### src/rtl/core/adaptive_lod_governor_macros.svh
// Assertion helpers shared by the governor RTL.
// Both expect a clock named i_clk and an active-low reset named i_rst_n in scope.
`ifndef ADAPTIVE_LOD_GOVERNOR_MACROS_SVH
`define ADAPTIVE_LOD_GOVERNOR_MACROS_SVH

// The consequent must hold in the same cycle as the antecedent.
`define ALG_ASSERT_NOW(lbl, ante, cons, msg) \
    lbl: assert property (@(posedge i_clk) disable iff (!i_rst_n) (ante) |-> (cons)) \
        else $error(msg);

// The consequent must hold in the cycle after the antecedent.
`define ALG_ASSERT_NEXT(lbl, ante, cons, msg) \
    lbl: assert property (@(posedge i_clk) disable iff (!i_rst_n) (ante) |=> (cons)) \
        else $error(msg);

`endif

### src/rtl/core/alg_pkg.sv
`timescale 1ns / 1ps

package alg_pkg;

    localparam int LVL_BITS     = 2;
    localparam int CMD_BITS     = 2;
    localparam int COLL_BITS    = 2;
    localparam int OUT_SUM_BITS = 22;
    localparam int CFG_IDX_BITS = 3;
    localparam int OUT_DEPTH    = 4;

    // Detail levels.
    localparam logic [LVL_BITS-1:0] LVL_HIGH     = 2'd0;
    localparam logic [LVL_BITS-1:0] LVL_MEDIUM   = 2'd1;
    localparam logic [LVL_BITS-1:0] LVL_LOW      = 2'd2;
    localparam logic [LVL_BITS-1:0] LVL_DISABLED = 2'd3;

    // Request kinds.
    localparam logic [CMD_BITS-1:0] CMD_SAMPLE = 2'd0;
    localparam logic [CMD_BITS-1:0] CMD_QUERY  = 2'd1;
    localparam logic [CMD_BITS-1:0] CMD_FORCE  = 2'd2;

    // Collision modes.
    localparam logic [COLL_BITS-1:0] COLL_NONE    = 2'd0;
    localparam logic [COLL_BITS-1:0] COLL_QUERY   = 2'd1;
    localparam logic [COLL_BITS-1:0] COLL_PHYSICS = 2'd2;

    // Register indexes.
    localparam logic [CFG_IDX_BITS-1:0] REG_NEAR   = 3'd0;
    localparam logic [CFG_IDX_BITS-1:0] REG_MID    = 3'd1;
    localparam logic [CFG_IDX_BITS-1:0] REG_FAR    = 3'd2;
    localparam logic [CFG_IDX_BITS-1:0] REG_TARGET = 3'd3;
    localparam logic [CFG_IDX_BITS-1:0] REG_ADAPT  = 3'd4;

    // Reset values.
    localparam int RESET_TARGET = 16670;
    localparam int RESET_NEAR   = 1000;
    localparam int RESET_MID    = 3000;
    localparam int RESET_FAR    = 8000;

    // Distance test results for one bound, at each of the three scalings.
    typedef struct packed {
        logic le_full;
        logic le_70;
        logic le_50;
    } t_fit;

    typedef struct packed {
        logic [LVL_BITS-1:0]     object_level;
        logic                    simulate;
        logic [COLL_BITS-1:0]    collision_mode;
        logic                    notify_hits;
        logic [LVL_BITS-1:0]     global_level;
        logic                    level_changed;
        logic [OUT_SUM_BITS-1:0] window_sum;
    } t_result;

endpackage

### src/rtl/core/alg_ring_cell.sv
`timescale 1ns / 1ps

module alg_ring_cell #(
    parameter int SAMPLE_BITS = 16
) (
    input  logic                   i_clk,
    input  logic                   i_rst_n,
    input  logic                   i_shift,
    input  logic [SAMPLE_BITS-1:0] i_value,
    output logic [SAMPLE_BITS-1:0] o_value
);
    import alg_pkg::*;

    logic [SAMPLE_BITS-1:0] r_value;

    always_ff @(posedge i_clk) begin
        if (!i_rst_n) begin
            r_value <= SAMPLE_BITS'(RESET_TARGET);
        end else if (i_shift) begin
            r_value <= i_value;
        end
    end

    assign o_value = r_value;

endmodule

### src/rtl/core/alg_sample_chain.sv
`timescale 1ns / 1ps

module alg_sample_chain #(
    parameter int WINDOW_LEN  = 60,
    parameter int SAMPLE_BITS = 16
) (
    input  logic                                       i_clk,
    input  logic                                       i_rst_n,
    input  logic                                       i_shift,
    input  logic [SAMPLE_BITS-1:0]                     i_sample,
    output logic [SAMPLE_BITS+$clog2(WINDOW_LEN)-1:0]  o_sum
);
    import alg_pkg::*;

    localparam int SUM_BITS = SAMPLE_BITS + $clog2(WINDOW_LEN);

    logic [SAMPLE_BITS-1:0] w_tap [WINDOW_LEN+1];
    logic [SUM_BITS-1:0]    r_sum;
    logic [SUM_BITS-1:0]    n_sum;

    assign w_tap[0] = i_sample;

    // Each cell passes its sample on; the last one holds the oldest sample.
    for (genvar k = 0; k < WINDOW_LEN; k++) begin : g_cell
        alg_ring_cell #(
            .SAMPLE_BITS(SAMPLE_BITS)
        ) u_cell (
            .i_clk  (i_clk),
            .i_rst_n(i_rst_n),
            .i_shift(i_shift),
            .i_value(w_tap[k]),
            .o_value(w_tap[k+1])
        );
    end

    assign n_sum = r_sum - SUM_BITS'(w_tap[WINDOW_LEN]) + SUM_BITS'(i_sample);

    always_ff @(posedge i_clk) begin
        if (!i_rst_n) begin
            r_sum <= SUM_BITS'(WINDOW_LEN) * SUM_BITS'(SAMPLE_BITS'(RESET_TARGET));
        end else if (i_shift) begin
            r_sum <= n_sum;
        end
    end

    assign o_sum = r_sum;

endmodule

### src/rtl/core/alg_out_fifo.sv
`timescale 1ns / 1ps

module alg_out_fifo (
    input  logic             i_clk,
    input  logic             i_rst_n,
    input  logic             i_push,
    input  alg_pkg::t_result i_data,
    input  logic             i_pop,
    output logic             o_valid,
    output alg_pkg::t_result o_data
);
    import alg_pkg::*;

    localparam int PTR_BITS = $clog2(OUT_DEPTH);
    localparam int CNT_BITS = $clog2(OUT_DEPTH + 1);

    t_result             r_mem [OUT_DEPTH];
    logic [PTR_BITS-1:0] r_wr_ptr;
    logic [PTR_BITS-1:0] r_rd_ptr;
    logic [CNT_BITS-1:0] r_count;

    always_ff @(posedge i_clk) begin
        if (i_push) begin
            r_mem[r_wr_ptr] <= i_data;
        end
    end

    always_ff @(posedge i_clk) begin
        if (!i_rst_n) begin
            r_wr_ptr <= '0;
            r_rd_ptr <= '0;
            r_count  <= '0;
        end else begin
            if (i_push) begin
                r_wr_ptr <= r_wr_ptr + PTR_BITS'(1);
            end
            if (i_pop) begin
                r_rd_ptr <= r_rd_ptr + PTR_BITS'(1);
            end
            r_count <= r_count + CNT_BITS'(i_push) - CNT_BITS'(i_pop);
        end
    end

    assign o_valid = (r_count != '0);
    assign o_data  = r_mem[r_rd_ptr];

endmodule

### src/rtl/core/adaptive_lod_governor.sv
// Adaptive detail-level governor.
// Requests arrive on the input channel (i_in_valid, o_in_stall) and carry a command:
// a frame-time sample, a distance query or a forced global level. Every request
// gives exactly one result on the output channel (o_out_valid, i_out_stall).
// Registers are written on a separate valid/ready port, which is always ready;
// they should only be written while no request is outstanding.
// A request taken on the input channel is registered in the first stage; the second
// stage then writes its result into the queue, from which the receiver takes it. One
// request per cycle is sustained while o_in_stall stays low; the limit is the loop
// through the level register that steps the global level and feeds it to the next one.
// Up to four requests may be in flight or waiting; when the receiver stalls, those
// results are held in a small queue and o_in_stall rises once four are pending.
// Reset fills every sample cell with the reset target, sets the running sum to the
// window length times that target, the global level to high, and the registers to
// their documented defaults. No clearing pass is needed after reset.
`timescale 1ns / 1ps
`include "adaptive_lod_governor_macros.svh"

module adaptive_lod_governor #(
    parameter int WINDOW_LEN  = 60,
    parameter int SAMPLE_BITS = 16,
    parameter int DIST_BITS   = 20
) (
    input  logic                                               i_clk,
    input  logic                                               i_rst_n,
    // Configuration write port.
    input  logic                                               i_cfg_valid,
    output logic                                               o_cfg_ready,
    input  logic [alg_pkg::CFG_IDX_BITS-1:0]                   i_cfg_index,
    input  logic [(DIST_BITS > SAMPLE_BITS ? DIST_BITS : SAMPLE_BITS)-1:0] i_cfg_data,
    // Request channel.
    input  logic                                               i_in_valid,
    output logic                                               o_in_stall,
    input  logic [alg_pkg::CMD_BITS-1:0]                       i_cmd,
    input  logic [SAMPLE_BITS-1:0]                             i_frame_time_us,
    input  logic [DIST_BITS-1:0]                               i_distance_cm,
    input  logic [alg_pkg::LVL_BITS-1:0]                       i_new_level,
    // Result channel.
    output logic                                               o_out_valid,
    input  logic                                               i_out_stall,
    output logic [alg_pkg::LVL_BITS-1:0]                       o_object_level,
    output logic                                               o_simulate,
    output logic [alg_pkg::COLL_BITS-1:0]                      o_collision_mode,
    output logic                                               o_notify_hits,
    output logic [alg_pkg::LVL_BITS-1:0]                       o_global_level,
    output logic                                               o_level_changed,
    output logic [alg_pkg::OUT_SUM_BITS-1:0]                   o_window_sum
);
    import alg_pkg::*;

    localparam int SUM_BITS = SAMPLE_BITS + $clog2(WINDOW_LEN);
    // Room for six times the product of target and window, and five times the sum.
    localparam int CMP_BITS = SUM_BITS + 3;
    localparam int CNT_BITS = $clog2(OUT_DEPTH + 1);

    // Configuration registers.
    logic [DIST_BITS-1:0]   r_near;
    logic [DIST_BITS-1:0]   r_mid;
    logic [DIST_BITS-1:0]   r_far;
    logic [SAMPLE_BITS-1:0] r_target;
    logic                   r_adapt;

    assign o_cfg_ready = 1'b1;

    always_ff @(posedge i_clk) begin
        if (!i_rst_n) begin
            r_near   <= DIST_BITS'(RESET_NEAR);
            r_mid    <= DIST_BITS'(RESET_MID);
            r_far    <= DIST_BITS'(RESET_FAR);
            r_target <= SAMPLE_BITS'(RESET_TARGET);
            r_adapt  <= 1'b1;
        end else if (i_cfg_valid && o_cfg_ready) begin
            unique case (i_cfg_index)
                REG_NEAR:   r_near   <= i_cfg_data[DIST_BITS-1:0];
                REG_MID:    r_mid    <= i_cfg_data[DIST_BITS-1:0];
                REG_FAR:    r_far    <= i_cfg_data[DIST_BITS-1:0];
                REG_TARGET: r_target <= i_cfg_data[SAMPLE_BITS-1:0];
                REG_ADAPT:  r_adapt  <= i_cfg_data[0];
                default: begin
                end
            endcase
        end
    end

    // Handshakes. The credit counter covers the first stage and the result queue,
    // so the second stage never has to wait for room.
    logic                in_take;
    logic                out_take;
    logic [CNT_BITS-1:0] r_cnt;

    assign o_in_stall = (r_cnt == CNT_BITS'(OUT_DEPTH));
    assign in_take    = i_in_valid && !o_in_stall;
    assign out_take   = o_out_valid && !i_out_stall;

    always_ff @(posedge i_clk) begin
        if (!i_rst_n) begin
            r_cnt <= '0;
        end else begin
            r_cnt <= r_cnt + CNT_BITS'(in_take) - CNT_BITS'(out_take);
        end
    end

    // Sample window: a shift line of cells with a running sum, advanced once per sample.
    logic [SUM_BITS-1:0] w_sum;

    alg_sample_chain #(
        .WINDOW_LEN (WINDOW_LEN),
        .SAMPLE_BITS(SAMPLE_BITS)
    ) u_chain (
        .i_clk   (i_clk),
        .i_rst_n (i_rst_n),
        .i_shift (in_take && (i_cmd == CMD_SAMPLE)),
        .i_sample(i_frame_time_us),
        .o_sum   (w_sum)
    );

    // First stage: the distance is tested against every bound at every scaling, and
    // the stepping thresholds are formed, none of which depends on the global level.
    function automatic t_fit fit_bound(input logic [DIST_BITS-1:0] dist_cm,
                                       input logic [DIST_BITS-1:0] bound);
        logic [DIST_BITS+3:0] d10;
        logic [DIST_BITS+3:0] b7;
        logic [DIST_BITS:0]   d2;
        t_fit                 f;
        d10 = ((DIST_BITS+4)'(dist_cm) << 3) + ((DIST_BITS+4)'(dist_cm) << 1);
        b7  = ((DIST_BITS+4)'(bound) << 3) - (DIST_BITS+4)'(bound);
        d2  = (DIST_BITS+1)'(dist_cm) << 1;
        f.le_full = (dist_cm <= bound);
        f.le_70   = (d10 <= b7);
        f.le_50   = (d2 <= (DIST_BITS+1)'(bound));
        return f;
    endfunction

    logic [CMP_BITS-1:0] base;

    assign base = CMP_BITS'(r_target) * CMP_BITS'(WINDOW_LEN);

    logic                r_s1_valid;
    logic [CMD_BITS-1:0] r_s1_cmd;
    logic [LVL_BITS-1:0] r_s1_new_level;
    logic                r_s1_adapt;
    t_fit                r_s1_near;
    t_fit                r_s1_mid;
    t_fit                r_s1_far;
    logic [CMP_BITS-1:0] r_s1_hi;
    logic [CMP_BITS-1:0] r_s1_lo;

    always_ff @(posedge i_clk) begin
        if (!i_rst_n) begin
            r_s1_valid <= 1'b0;
        end else begin
            r_s1_valid <= in_take;
        end
    end

    always_ff @(posedge i_clk) begin
        if (in_take) begin
            r_s1_cmd       <= i_cmd;
            r_s1_new_level <= i_new_level;
            r_s1_adapt     <= r_adapt;
            r_s1_near      <= fit_bound(i_distance_cm, r_near);
            r_s1_mid       <= fit_bound(i_distance_cm, r_mid);
            r_s1_far       <= fit_bound(i_distance_cm, r_far);
            r_s1_hi        <= (base << 2) + (base << 1);
            r_s1_lo        <= base << 2;
        end
    end

    // Second stage: the global level steps, the query is classified at the level
    // left by the previous request, and the result goes into the queue. The running
    // sum seen here already includes this request's sample, if it carried one.
    logic [LVL_BITS-1:0] r_level;
    logic [LVL_BITS-1:0] n_level;
    logic [CMP_BITS-1:0] sum5;
    logic [LVL_BITS-1:0] obj;
    t_result             res;

    assign sum5 = (CMP_BITS'(w_sum) << 2) + CMP_BITS'(w_sum);

    function automatic logic pick(input t_fit f, input logic [LVL_BITS-1:0] lvl);
        logic hit;
        unique case (lvl)
            LVL_MEDIUM: hit = f.le_70;
            LVL_LOW:    hit = f.le_50;
            default:    hit = f.le_full;
        endcase
        return hit;
    endfunction

    always_comb begin
        n_level = r_level;
        obj     = LVL_HIGH;
        unique case (r_s1_cmd)
            CMD_SAMPLE: begin
                // Stepping moves only between high, medium and low.
                if (r_s1_adapt) begin
                    if (sum5 > r_s1_hi) begin
                        if (r_level == LVL_HIGH) begin
                            n_level = LVL_MEDIUM;
                        end else if (r_level == LVL_MEDIUM) begin
                            n_level = LVL_LOW;
                        end
                    end else if (sum5 < r_s1_lo) begin
                        if (r_level == LVL_LOW) begin
                            n_level = LVL_MEDIUM;
                        end else if (r_level == LVL_MEDIUM) begin
                            n_level = LVL_HIGH;
                        end
                    end
                end
            end
            CMD_QUERY: begin
                priority if (r_level == LVL_DISABLED) begin
                    obj = LVL_DISABLED;
                end else if (pick(r_s1_near, r_level)) begin
                    obj = LVL_HIGH;
                end else if (pick(r_s1_mid, r_level)) begin
                    obj = LVL_MEDIUM;
                end else if (pick(r_s1_far, r_level)) begin
                    obj = LVL_LOW;
                end else begin
                    obj = LVL_DISABLED;
                end
            end
            CMD_FORCE: begin
                n_level = r_s1_new_level;
            end
            default: begin
            end
        endcase
    end

    logic [SUM_BITS+OUT_SUM_BITS-1:0] sum_ext;

    assign sum_ext = {{OUT_SUM_BITS{1'b0}}, w_sum};

    always_comb begin
        res.object_level   = obj;
        res.simulate       = 1'b0;
        res.collision_mode = COLL_NONE;
        res.notify_hits    = 1'b0;
        if (r_s1_cmd == CMD_QUERY) begin
            res.simulate    = (obj == LVL_HIGH) || (obj == LVL_MEDIUM);
            res.notify_hits = (obj == LVL_HIGH);
            unique case (obj)
                LVL_HIGH, LVL_MEDIUM: res.collision_mode = COLL_PHYSICS;
                LVL_LOW:              res.collision_mode = COLL_QUERY;
                default:              res.collision_mode = COLL_NONE;
            endcase
        end
        res.global_level  = n_level;
        res.level_changed = (n_level != r_level);
        res.window_sum    = sum_ext[OUT_SUM_BITS-1:0];
    end

    always_ff @(posedge i_clk) begin
        if (!i_rst_n) begin
            r_level <= LVL_HIGH;
        end else if (r_s1_valid) begin
            r_level <= n_level;
        end
    end

    // Result queue: it decouples the receiver's stall from the request side.
    t_result q_data;

    alg_out_fifo u_fifo (
        .i_clk  (i_clk),
        .i_rst_n(i_rst_n),
        .i_push (r_s1_valid),
        .i_data (res),
        .i_pop  (out_take),
        .o_valid(o_out_valid),
        .o_data (q_data)
    );

    assign o_object_level   = q_data.object_level;
    assign o_simulate       = q_data.simulate;
    assign o_collision_mode = q_data.collision_mode;
    assign o_notify_hits    = q_data.notify_hits;
    assign o_global_level   = q_data.global_level;
    assign o_level_changed  = q_data.level_changed;
    assign o_window_sum     = q_data.window_sum;

    `ALG_ASSERT_NOW(a_credit_bound, 1'b1, r_cnt <= CNT_BITS'(OUT_DEPTH), "credit count overflow")
    `ALG_ASSERT_NEXT(a_result_lands, r_s1_valid, o_out_valid, "result did not reach the queue")
    `ALG_ASSERT_NEXT(a_level_quiet, !r_s1_valid, $stable(r_level), "level moved without a request")
    `ALG_ASSERT_NOW(a_sim_flag, o_out_valid && o_simulate, o_object_level == LVL_HIGH || o_object_level == LVL_MEDIUM, "simulate set for a coarse level")
    `ALG_ASSERT_NOW(a_hits_flag, o_out_valid && o_notify_hits, o_object_level == LVL_HIGH, "hit events set below high detail")

endmodule

### config.mk
export PLATFORM = sky130hd
export DESIGN_NAME = adaptive_lod_governor
export DESIGN_NICKNAME = d
export VERILOG_FILES = /design/src/rtl/core/alg_pkg.sv /design/src/rtl/core/alg_ring_cell.sv /design/src/rtl/core/alg_sample_chain.sv /design/src/rtl/core/alg_out_fifo.sv /design/src/rtl/core/adaptive_lod_governor.sv
export VERILOG_INCLUDE_DIRS = /design/src /design/src/rtl/core
export SDC_FILE = /design/constraint.sdc
export NUM_CORES = 2
export LEC_CHECK = 0
export BUFFER_PORTS_ARGS = -buffer_cell sky130_fd_sc_hd__clkbuf_2
export CELL_PAD_IN_SITES_DETAIL_PLACEMENT = 1
export CELL_PAD_IN_SITES_GLOBAL_PLACEMENT = 2
export CORE_UTILIZATION = 40
export DETAILED_ROUTE_END_ITERATION = 8
export PLACE_DENSITY = 0.87
export SLEW_MARGIN = 15
export SYNTH_ARGS = -nofsm -noshare
export SYNTH_HDL_FRONTEND = slang
export SYNTH_SLANG_ARGS = --single-unit
### constraint.sdc
create_clock -name i_clk -period 5.6 [get_ports i_clk]
set_clock_uncertainty 0.1 [all_clocks]
set_input_delay 0.28 -clock i_clk [delete_from_list [all_inputs] [get_ports i_clk]]
set_output_delay 0.28 -clock i_clk [all_outputs]
set_load 0.02 [all_outputs]
==> impl_metrics.json <==
{
  "rsz0062_at_grt": "false",
  "h-tree-depth": 4,
  "combPwrFrac_pct": 19.0,
  "outcome": "finished clean",
  "initial_core_util_pct": 40.3,
  "tritoncts": "yes",
  "gr-total-overflow": 0,
  "syn-instance-count": 6596,
  "synth_top_flop_cell": "dfxtp_1",
  "grt_pass1_wl_um": 233000,
  "synth-async-reset-ratio_pct": 0,
  "grt_pass1_vias": 44820,
  "crit_required_ns": 6.02,
  "worst_pin_slew_ns": 1.19,
  "grt_max_degree": 238,
  "grt.total_usage_pct": 19.1,
  "drt_first_iter_violations": 2321,
  "portBuffers": 100,
  "setup_slack_ns": 0.350,
  "arrival_ns": 5.67,
  "slew_headroom_pct": 20.9,
  "intPower_uw": 17000,
  "wl_per_cell_um": 16.3,
  "p_switching_uw": 6870,
  "die_x_um": 382,
  "power.leakage_uw": 0.0262,
  "vias_per_cell": 5.13,
  "io_pins": 102,
  "avgSynthCellArea_um2": 8.76,
  "p_total_uw": 23800,
  "vias": 44072,
  "coreArea_um2": 143000,
  "row_count": 139,
  "drtAntennaViolNets": 0,
  "fin_crit_sh_pct": 93.7,
  "synth_warnings": 0,
  "path_class": "reg2reg",
  "final_common_cell": "nand2_1",
  "numCtsBuffers": 141,
  "area_growth_pct": 12.9,
  "gp_congestion": 0.849,
  "clkTransAtPathRegs_ns": 0.06,
  "setup_viol": 0,
  "power_density_nw_per_um2": 365,
  "hpwlAfterDp_um": 92900,
  "worst_setup_path_start_kind": "flip-flop",
  "fin_tns_setup_ns": 0,
  "synth-seq-cells": 1249,
  "final_nets": 7079,
  "maxCapViolations": 0,
  "clock_latency_ns": 0.77,
  "end_kind": "flip-flop",
  "clock_path_buffers": 3,
  "first_pass_iters": 5,
  "cp_max_fo": 4,
  "fin_crit_ns": 5.25,
  "drive_gt1_share_pct": 6.78,
  "synth_fp_nets": 7107,
  "syn_area_um2": 57800,
  "yosysUniqueCellTypes": 80,
  "die-area_um2": 146000,
  "drc_errors": 0,
  "root_buffer": "clkbuf_16",
  "pwr-share-seq_pct": 41.5,
  "die_y_um": 382,
  "synth_edf_count": 175,
  "cts.sinks": 1249,
  "finalHoldViolCount": 0,
  "dp_slack_ns": 0.236,
  "fmax_mhz": 190,
  "most-common-layout-cells": "nand2_1 (2127), dfxtp_1 (1071), a21boi_0 (661)",
  "clkPwrFrac_pct": 39.4,
  "totalWireLength_um": 140000,
  "vdd_drop_max_mv": 0.346,
  "switching_share_pct": 28.8,
  "seq_area_frac_synth_pct": 46.3,
  "antenna_found_initial": 0,
  "postCtsSetupBuffers": 0,
  "min_path_type": "in2reg",
  "slew_viol_final": 0
}
## repair_timing
action,in CTS,in global routing
gates resized for setup,0,8
endpoints found under the hold margin,189,0
setup endpoints to repair,0,15
hold buffers,48,0
## critical path: stages, from the launching register on
cell and delay [ns]:
dfxtp_1 0.31, buf_4 0.15, fa_1 0.54, inv_1 0.06, fa_1 0.53, inv_1 0.06, ha_1 0.30, a211oi_2 0.26
o21ai_1 0.15, o211a_1 0.27, o21ai_0 0.15, nand2b_1 0.10, xor2_2 0.17, ha_1 0.33, a21o_1 0.19, a21o_1 0.18
a21o_1 0.19, a21oi_1 0.19, o31a_1 0.23, o21ai_2 0.12, o21a_1 0.23, o21ai_0 0.15, nand2b_1 0.07
## flip-flops by register name (all words and copies together), names as in the netlist, named ones only
signal	count
r_s1_new_level	2
r_s1_adapt	1
u_fifo.r_rd_ptr	2
r_s1_near	3
r_far	20
u_fifo.r_count	3
r_s1_far	3
u_chain.g_cell.u_cell.o_value	960
r_s1_valid	1
u_chain.o_sum	22
r_mid	20
u_fifo.r_mem	120
r_adapt	1
r_s1_hi	21
r_cnt	3
r_s1_mid	3
r_near	20
r_s1_lo	20
r_s1_cmd	2
r_target	16
r_level	2
u_fifo.r_wr_ptr	2
## Yosys cell counts (39+ instances only)
| cell type | n | area share, % |
|---|---|---|
| a21boi_0 | 661 | 8.6 |
| a21o_1 | 125 | 1.6 |
| a21oi_1 | 133 | 1.2 |
| clkbuf_1 | 345 | 2.2 |
| dfxtp_1 | 1074 | 37 |
| edfxtp_1 | 175 | 9.1 |
| fa_1 | 49 | 1.7 |
| ha_1 | 394 | 8.5 |
| inv_1 | 257 | 1.7 |
| nand2_1 | 2127 | 14 |
| nand3_1 | 382 | 3.3 |
| nand4_1 | 52 | 0.56 |
| nor2_1 | 84 | 0.55 |
| nor2b_1 | 39 | 0.42 |
| nor3_1 | 44 | 0.38 |
| o211ai_1 | 48 | 0.62 |
| o21a_1 | 44 | 0.57 |
| o21ai_0 | 94 | 0.81 |
| xnor2_1 | 95 | 1.4 |
| xor2_1 | 57 | 0.86 |
## layer usage
layer | track usage, % | wire, um | part of all wire [%] | vias up
met1 | 25.5 | 67000 | 48 | 21364
met4 | 4.86 | 2780 | 2.0 | 0
met5 | 0 | 0 | 0 | -
met3 | 2.80 | 4160 | 3.0 | 192
met2 | 32.4 | 66400 | 47 | 423
li1 | - | - | - | 22093
## area by class of cell
type / instances / area [um^2]
inverters: 257 / 965
fillers: 16659 / 78300
well taps: 1903 / 2380
clock buffers: 201 / 4110
multi-input cells: 4726 / 28700
clock inverters: 57 / 701
flip-flops and latches: 1249 / 26800
diodes: 1 / 2.50
repair buffers: 193 / 1570
## power by group through the flow
| stage | Sequential [uW] | Clock, uW | Combinational (uW) |
|---|---|---|---|
| floorplan | 9970 | 0 | 3310 |
| global placement | 10100 | 0 | 4350 |
| detailed placement | 10100 | 0 | 4520 |
| CTS | 9890 | 9720 | 4590 |
| global route | 9940 | 10100 | 5090 |
| finish | 9890 | 9400 | 4540 |
## worst paths after layout
| kind | startpoint | end | slack, ns | cells past startpoint |
|---|---|---|---|---|
| worst max register to register | r_target[2] | r_s1_hi[24] | 0.35 | 22 |
| worst min register to register | r_adapt | r_s1_adapt | 0.34 | 0 |
| worst max-delay path | r_target[2] | r_s1_hi[24] | 0.35 | 22 |
| worst min-delay path | i_in_valid | r_cnt[0] | 0.12 | 5 |
## through the flow
stage / utilization [%] / cells / area, um^2 / hold WS, ns
after floorplan: - / 6596 / 57800 / 0.279
after global placement: 41.7 / 8280 / 59900 / 0.348
after detailed placement: 41.7 / 8280 / 59900 / 0.352
after CTS: 45.4 / 8586 / 65200 / 0.0589
after global routing: 45.4 / 8586 / 65200 / 0.0886
final: 45.4 / 8587 / 65200 / 0.117
## kinds of logic (layout without fill, tap and decap cells)
kind of cell | after synthesis | in the layout | share of synthesized area (%)
DFF | 1249 | 1249 | 46.3
adders and majority gates | 443 | 443 | 10.2
muxes | 35 | 35 | 1.26
other | 1 | 2 | 0.00649
AOI/OAI and AO/OA | 1235 | 1235 | 15.2
and+or+nand+nor | 2860 | 2860 | 20.6
xor gates and xnor gates | 152 | 152 | 2.30
buffers and inverters | 621 | 708 | 4.05
Note: power is estimated with default switching activity, not from simulation.
